### src/design/mipq_pkg.sv
// ----------------------------------------------------------------------------
// mipq_pkg: shared types and constants for the min-id process queue
// Record, request and result layouts, status codes and queue sizing.
// ----------------------------------------------------------------------------
`default_nettype none

package mipq_pkg;

    // Queue sizing
    localparam int CAPACITY = 16;
    localparam int CNT_W    = $clog2(CAPACITY + 1);

    // Request modes
    localparam logic MODE_INSERT  = 1'b0;
    localparam logic MODE_EXTRACT = 1'b1;

    // Result status codes
    localparam logic [1:0] ST_INSERTED  = 2'd0;
    localparam logic [1:0] ST_FULL      = 2'd1;
    localparam logic [1:0] ST_EMPTY     = 2'd2;
    localparam logic [1:0] ST_EXTRACTED = 2'd3;

    // Input request payload
    typedef struct packed {
        logic        mode;
        logic [15:0] process_id;
        logic [31:0] arrival_time;
        logic [31:0] service_time;
    } mipq_in_t;

    // Result payload
    typedef struct packed {
        logic [1:0]  status;
        logic [15:0] out_id;
        logic [31:0] out_arrival;
        logic [31:0] out_service;
        logic [4:0]  occupancy;
    } mipq_out_t;

    // One stored process record
    typedef struct packed {
        logic [15:0] id;
        logic [31:0] arrival;
        logic [31:0] service;
    } mipq_rec_t;

    // Broadcast control to every cell
    typedef struct packed {
        logic      insert;
        logic      extract;
        mipq_rec_t rec;
    } mipq_ctrl_t;

    // What a cell shows its neighbors
    typedef struct packed {
        logic      valid;
        logic      le;      // holds a record that the new one goes after
        mipq_rec_t rec;
    } mipq_link_t;

endpackage

`default_nettype wire

### src/design/mipq_cell.sv
// ----------------------------------------------------------------------------
// mipq_cell: one slot of the sorted shift-register queue
// Holds one record; on insert it keeps, takes the new record or takes its
// left neighbor; on extract it takes its right neighbor.
// ----------------------------------------------------------------------------
`default_nettype none

module mipq_cell (
    input  wire logic               aclk,
    input  wire logic               aresetn,
    input  wire mipq_pkg::mipq_ctrl_t ctrl,
    input  wire mipq_pkg::mipq_link_t left_link,
    input  wire mipq_pkg::mipq_link_t right_link,
    output mipq_pkg::mipq_link_t      own_link
);

    logic                valid_reg;
    logic                valid_next;
    mipq_pkg::mipq_rec_t rec_reg;
    mipq_pkg::mipq_rec_t rec_next;
    logic                le;

    // New record sorts after this one (ties: older stays ahead)
    assign le = valid_reg && (rec_reg.id <= ctrl.rec.id);

    assign own_link.valid = valid_reg;
    assign own_link.le    = le;
    assign own_link.rec   = rec_reg;

    // Next-state selection
    always_comb begin
        valid_next = valid_reg;
        rec_next   = rec_reg;
        if (ctrl.extract) begin
            valid_next = right_link.valid;
            rec_next   = right_link.rec;
        end else if (ctrl.insert && !le) begin
            if (left_link.le) begin
                valid_next = 1'b1;
                rec_next   = ctrl.rec;
            end else begin
                valid_next = left_link.valid;
                rec_next   = left_link.rec;
            end
        end
    end

    // Valid flag
    always_ff @(posedge aclk) begin
        if (!aresetn) begin
            valid_reg <= 1'b0;
        end else begin
            valid_reg <= valid_next;
        end
    end

    // Record payload
    always_ff @(posedge aclk) begin
        rec_reg <= rec_next;
    end

endmodule

`default_nettype wire

### src/design/min_id_process_queue_core.sv
// ----------------------------------------------------------------------------
// min_id_process_queue_core: bounded min-id priority queue of process records
// A row of cells keeps the records sorted by id, oldest first among equal
// ids; extract takes the head cell and shifts the row down.
// ----------------------------------------------------------------------------
//  channel | dir | ports                      | payload
//  s_      | in  | s_valid s_ready s_data     | mode, process_id, times
//  m_      | out | m_valid m_ready m_data     | status, record, occupancy
//
//  One request is taken per cycle while the result register is free or
//  being drained; its result appears the next cycle.
//  All cells of the row update together: each cell compares its id with
//  the new one and picks from itself, the request or a neighbor.
//  Reset clears the valid flags and the count; no clearing pass is needed.
//  A stalled result holds s_ready low until m_ready takes it.
// ----------------------------------------------------------------------------
`default_nettype none

module min_id_process_queue_core (
    input  wire logic                aclk,
    input  wire logic                aresetn,
    input  wire logic                s_valid,
    output logic                     s_ready,
    input  wire mipq_pkg::mipq_in_t  s_data,
    output logic                     m_valid,
    input  wire logic                m_ready,
    output mipq_pkg::mipq_out_t      m_data
);

    localparam int CAP = mipq_pkg::CAPACITY;
    localparam int CW  = mipq_pkg::CNT_W;

    logic                   s_fire;
    logic                   full;
    logic                   empty;
    logic [CW-1:0]          count_reg;
    logic [CW-1:0]          count_next;
    logic                   m_valid_reg;
    mipq_pkg::mipq_out_t    m_data_reg;
    mipq_pkg::mipq_out_t    m_data_next;
    mipq_pkg::mipq_ctrl_t   ctrl;
    mipq_pkg::mipq_link_t   links [CAP];
    mipq_pkg::mipq_link_t   head_link;
    mipq_pkg::mipq_link_t   tail_link;
    logic [CAP-1:0]         valid_vec;

    // Handshake
    assign s_ready = !m_valid_reg || m_ready;
    assign s_fire  = s_valid && s_ready;
    assign m_valid = m_valid_reg;
    assign m_data  = m_data_reg;

    assign full  = (count_reg == CW'(CAP));
    assign empty = (count_reg == '0);

    // Control broadcast to the cells
    assign ctrl.insert  = s_fire && (s_data.mode == mipq_pkg::MODE_INSERT) && !full;
    assign ctrl.extract = s_fire && (s_data.mode == mipq_pkg::MODE_EXTRACT) && !empty;
    assign ctrl.rec.id      = s_data.process_id;
    assign ctrl.rec.arrival = s_data.arrival_time;
    assign ctrl.rec.service = s_data.service_time;

    // Ends of the row: a virtual head the new record always sorts after
    assign head_link.valid = 1'b0;
    assign head_link.le    = 1'b1;
    assign head_link.rec   = '0;
    assign tail_link       = '0;

    // Row of cells
    for (genvar i = 0; i < CAP; i++) begin : g_cell
        mipq_cell u_cell (
            .aclk       (aclk),
            .aresetn    (aresetn),
            .ctrl       (ctrl),
            .left_link  ((i == 0) ? head_link : links[(i == 0) ? 0 : i - 1]),
            .right_link ((i == CAP - 1) ? tail_link : links[(i == CAP - 1) ? i : i + 1]),
            .own_link   (links[i])
        );
        assign valid_vec[i] = links[i].valid;
    end

    // Result and count
    always_comb begin
        count_next  = count_reg;
        m_data_next = '0;
        if (s_data.mode == mipq_pkg::MODE_INSERT) begin
            if (full) begin
                m_data_next.status = mipq_pkg::ST_FULL;
            end else begin
                m_data_next.status = mipq_pkg::ST_INSERTED;
                count_next         = count_reg + CW'(1);
            end
        end else begin
            if (empty) begin
                m_data_next.status = mipq_pkg::ST_EMPTY;
            end else begin
                m_data_next.status      = mipq_pkg::ST_EXTRACTED;
                m_data_next.out_id      = links[0].rec.id;
                m_data_next.out_arrival = links[0].rec.arrival;
                m_data_next.out_service = links[0].rec.service;
                count_next              = count_reg - CW'(1);
            end
        end
        m_data_next.occupancy = 5'(count_next);
    end

    // Control registers
    always_ff @(posedge aclk) begin
        if (!aresetn) begin
            count_reg   <= '0;
            m_valid_reg <= 1'b0;
        end else begin
            if (s_fire) begin
                count_reg   <= count_next;
                m_valid_reg <= 1'b1;
            end else if (m_ready) begin
                m_valid_reg <= 1'b0;
            end
        end
    end

    // Result payload register
    always_ff @(posedge aclk) begin
        if (s_fire) begin
            m_data_reg <= m_data_next;
        end
    end

    // Count never exceeds the row length
    a_count_bound: assert property (@(posedge aclk) disable iff (!aresetn)
        count_reg <= CW'(CAP))
        else $error("queue count above capacity");

    // Valid cells match the count
    a_valid_count: assert property (@(posedge aclk) disable iff (!aresetn)
        $countones(valid_vec) == int'(count_reg))
        else $error("valid cells disagree with count");

    // Head two cells stay in id order
    a_head_sorted: assert property (@(posedge aclk) disable iff (!aresetn)
        (links[0].valid && links[1].valid) |-> (links[0].rec.id <= links[1].rec.id))
        else $error("head cells out of order");

    // Accepted insert into a non-full queue grows the count by one
    a_insert_grow: assert property (@(posedge aclk) disable iff (!aresetn)
        (s_fire && (s_data.mode == mipq_pkg::MODE_INSERT) && !full)
        |=> (count_reg == $past(count_reg) + CW'(1)))
        else $error("insert did not grow count");

endmodule

`default_nettype wire
### config.mk
export PLATFORM = sky130hd
export DESIGN_NAME = min_id_process_queue_core
export DESIGN_NICKNAME = d
export VERILOG_FILES = /design/src/design/mipq_pkg.sv /design/src/design/mipq_cell.sv /design/src/design/min_id_process_queue_core.sv
export SDC_FILE = /design/constraint.sdc
export NUM_CORES = 2
export LEC_CHECK = 0
export BUFFER_PORTS_ARGS = -buffer_cell sky130_fd_sc_hd__buf_2
export CORE_UTILIZATION = 35
export DETAILED_ROUTE_END_ITERATION = 6
export HOLD_SLACK_MARGIN = 0.05
export RECOVER_POWER = 100
export REMOVE_ABC_BUFFERS = 1
export SLEW_MARGIN = 0
export SYNTH_ARGS = -nofsm -noshare
export SYNTH_HDL_FRONTEND = slang
export SYNTH_SLANG_ARGS = --single-unit
### constraint.sdc
create_clock -name aclk -period 27.3 [get_ports aclk]
set_clock_uncertainty 0.2 [all_clocks]
set_input_delay 4.095 -clock aclk [delete_from_list [all_inputs] [get_ports aclk]]
set_output_delay 4.095 -clock aclk [all_outputs]
set_load 0.05 [all_outputs]
==> metrics <==
slowest stage delay, CP=between 2 and 3 ns; CTS H-Tree Depth=4; largest cells by area after synthesis=edfxtp_1 (48%), o221a_1 (12%), nor2_1 (8.9%); CTS tree=done; drt via density=6.292; 1st-pass router iterations=6; Die X=between 400 and 500 um; Req. time, crit path=approximately 28 ns; Rows=around 180; Comb pwr share=between 20% and 30%; Avg WL per Cell=~27 um; worst setup path class=primary input to flop; worst hold path type=flop to flop; status=finished, violations left; DRC violations left=0; cts bufs inserted=approximately 160; initial DRC count=approximately 8600; worst slew pin tran=about 5.1 ns; Sequential Power Share=roughly 43%; Setup WS post-layout=about 9.3 ns; Lkg Pwr=approximately 0.03 uW; Post-Syn Area=81040 um2; Syn. warnings=0; die area=233500 um2; PwrDens=85.52 nW/um2; # IOs=between 150 and 200; CTS Root Cell=clkbuf_16; post-synthesis async set-or-reset flop share=0%; failing checks=max-capacitance violations, max-slew violations; Switching Fraction=around a third; Largest register FFs=1280; global-route wire length before repair=432500 um; CP arrival=approximately 18 ns; Final Hold Viols=0; Primary FF master, synth=edfxtp_1; EDFF count, synth=~1300; internal power=roughly 5000 uW; Starting Density=a little over a third; final slew viol count=3900; core area=230100 um2; total grt overflow=0; CTS Buffer Depth=3; Nets=~8000; worst skew pair latency=0.84 ns; Maximum Capacitance Violations=just under 80; all-layer global routing usage=between 20% and 30%; Gate Count Post-Synth=about 8000; largest net degree at the start of global routing=around 270; #FFs+latches synth=between 1000 and 1500; fin crit share=65.84%; port bufs=173; Routed Antenna Nets=0; Worst-path clk slew=roughly 0.06 ns; Sink Count=approximately 1400; Routed Wire Length=roughly 290000 um; worst vdd ir=~0.076 mV; slowest CP cell=clkbuf_1; most used cell along the critical path=clkbuf_1; CP endpoint kind=flop; vias in the first global route=about 66000; startpoint class of the critical path=primary input; Place WS=between 15 and 20 ns; area share of the largest cell type after synthesis=a little under half; Synth area leader=edfxtp_1; Post-Syn Area per Cell=~10 um2; area grow syn2layout=8.448%; share of cells above drive strength 1=10.13%; initial antenna violation count=16; critical-path cell list=clkbuf_1 > o2111ai_4 > clkbuf_1 > clkbuf_1 > clkbuf_1 > clkbuf_1 > nand3_4 > clkbuf_1 > o221a_1; final setup fails=0; Rel. slew slack=-241.7%; Post-CTS Resized=0; crit path max fanout=97; RSZ-0062 raised after global routing=false; unique cell type count in the Yosys netlist=62; Clock Power Share=between 20 and 30%; Seq/Total Area, Yosys=50.21%; setup_tns=0 ns; DP HPWL=165500 um; vias=68690; # Post-CTS Setup Buffers=0; Die Y=roughly 480 um; P_sw=around 2600 uW; gpl congestion=around 0.90; minimum clock period after layout=17.98 ns; FMAX=around 56 MHz; CTS Hold Bufs=0
==> cells in the final DEF (no fill, tap or decap), drive strengths merged, types with 98 or more instances in the layout <==
cell / n
ha: 258
buf: 142
o221a: 1040
nor2: 1926
dfxtp: 102
edfxtp: 1287
nand2: 455
a21oi: 1173
or2: 159
clkbuf: 369
o21ai: 231
o211ai: 98
==> power by group through the flow <==
| stage | sequential, uW | clock, uW | combinational, uW |
|---|---|---|---|
| 2_1_floorplan | 3230 | 0 | 2090 |
| 3_3_place_gp | 3270 | 0 | 1910 |
| 3_5_place_dp | 3270 | 0 | 1990 |
| 4_1_cts | 3230 | 2240 | 2000 |
| 5_1_grt | 3310 | 2310 | 2210 |
| 6_report | 3260 | 2200 | 2050 |
==> stage by stage <==
stage	cell area, um2	total power (uW)	std cells	util (%)	hold slack, ns
floorplan	77050	5314	7278	-	0.2757
global placement	83190	5177	10600	36.15	0.3156
detailed placement	83190	5264	10600	36.15	0.3142
CTS	88420	7472	10910	38.42	0.3339
global route	87870	7823	10910	38.18	0.3721
finish	87890	7516	10920	38.19	0.3416
==> routing by layer <==
metal	global-route usage [%]	share of wire [%]	vias up
met3	4.168	9.6	718
met4	11.03	4.8	2
met2	37.53	45	3853
li1	-	-	29990
met1	32.21	41	34130
met5	0	0.0024	-
==> path summary, 6_finish.rpt <==
path / startpoint / end / slack (ns) / cells past startpoint
max: s_data[80] / g_cell[11].u_cell.own_link[61] / 9.32 / 9
min: g_cell[14].u_cell.valid_reg / g_cell[14].u_cell.valid_reg / 0.34 / 2
max reg2reg: count_reg[0] / g_cell[11].u_cell.own_link[61] / 11.67 / 11
min reg2reg: g_cell[14].u_cell.valid_reg / g_cell[14].u_cell.valid_reg / 0.34 / 2
==> critical path: cells and delay by family <==
family          cells  cell delay (ns)
compound gates      2             0.82
simple gates        1             1.78
buf+inv             6            11.43
==> cell families (layout without fill, tap and decap cells) <==
| group | Yosys count | count (layout) | share of synthesized area, % |
|---|---|---|---|
| AND/OR/NAND/NOR | 2761 | 2761 | 14.00 |
| buffers and inverters | 912 | 652 | 5.149 |
| multiplexers | 1 | 1 | 0.01235 |
| XOR/XNOR | 4 | 4 | 0.04324 |
| AO/OA/AOI/OAI | 2816 | 2816 | 26.61 |
| flip-flops | 1389 | 1389 | 50.21 |
| adder cells (fa/ha/maj) | 258 | 258 | 3.983 |
| other | 0 | 11 | 0 |
==> cell type report <==
cell class,instances,area (um2)
clock inverter,92,907.1
tap,3026,3786
fill,22300,142200
multi-input combinational,5840,36440
inverter,49,185.2
sequential,1389,40730
timing repair buffer,300,1481
antenna,11,27.53
clock buffer,211,4328
==> synthesized netlist by cell type (21+ instances only) <==
master and instances:
o221a_2 207, nand2_1 455, a21oi_1 1172, buf_1 93, nand4_1 44, inv_1 49, buf_2 188, clkbuf_1 509
a21o_1 27, o211ai_1 95, a211oi_1 84, a31oi_1 82, dfxtp_1 102, edfxtp_1 1287, o221a_1 833, or2_2 159
nor2_1 1926, ha_1 258, o21ai_0 229, o21a_1 21, buf_6 64, and2_1 89
(Power assumes the default switching activity.)
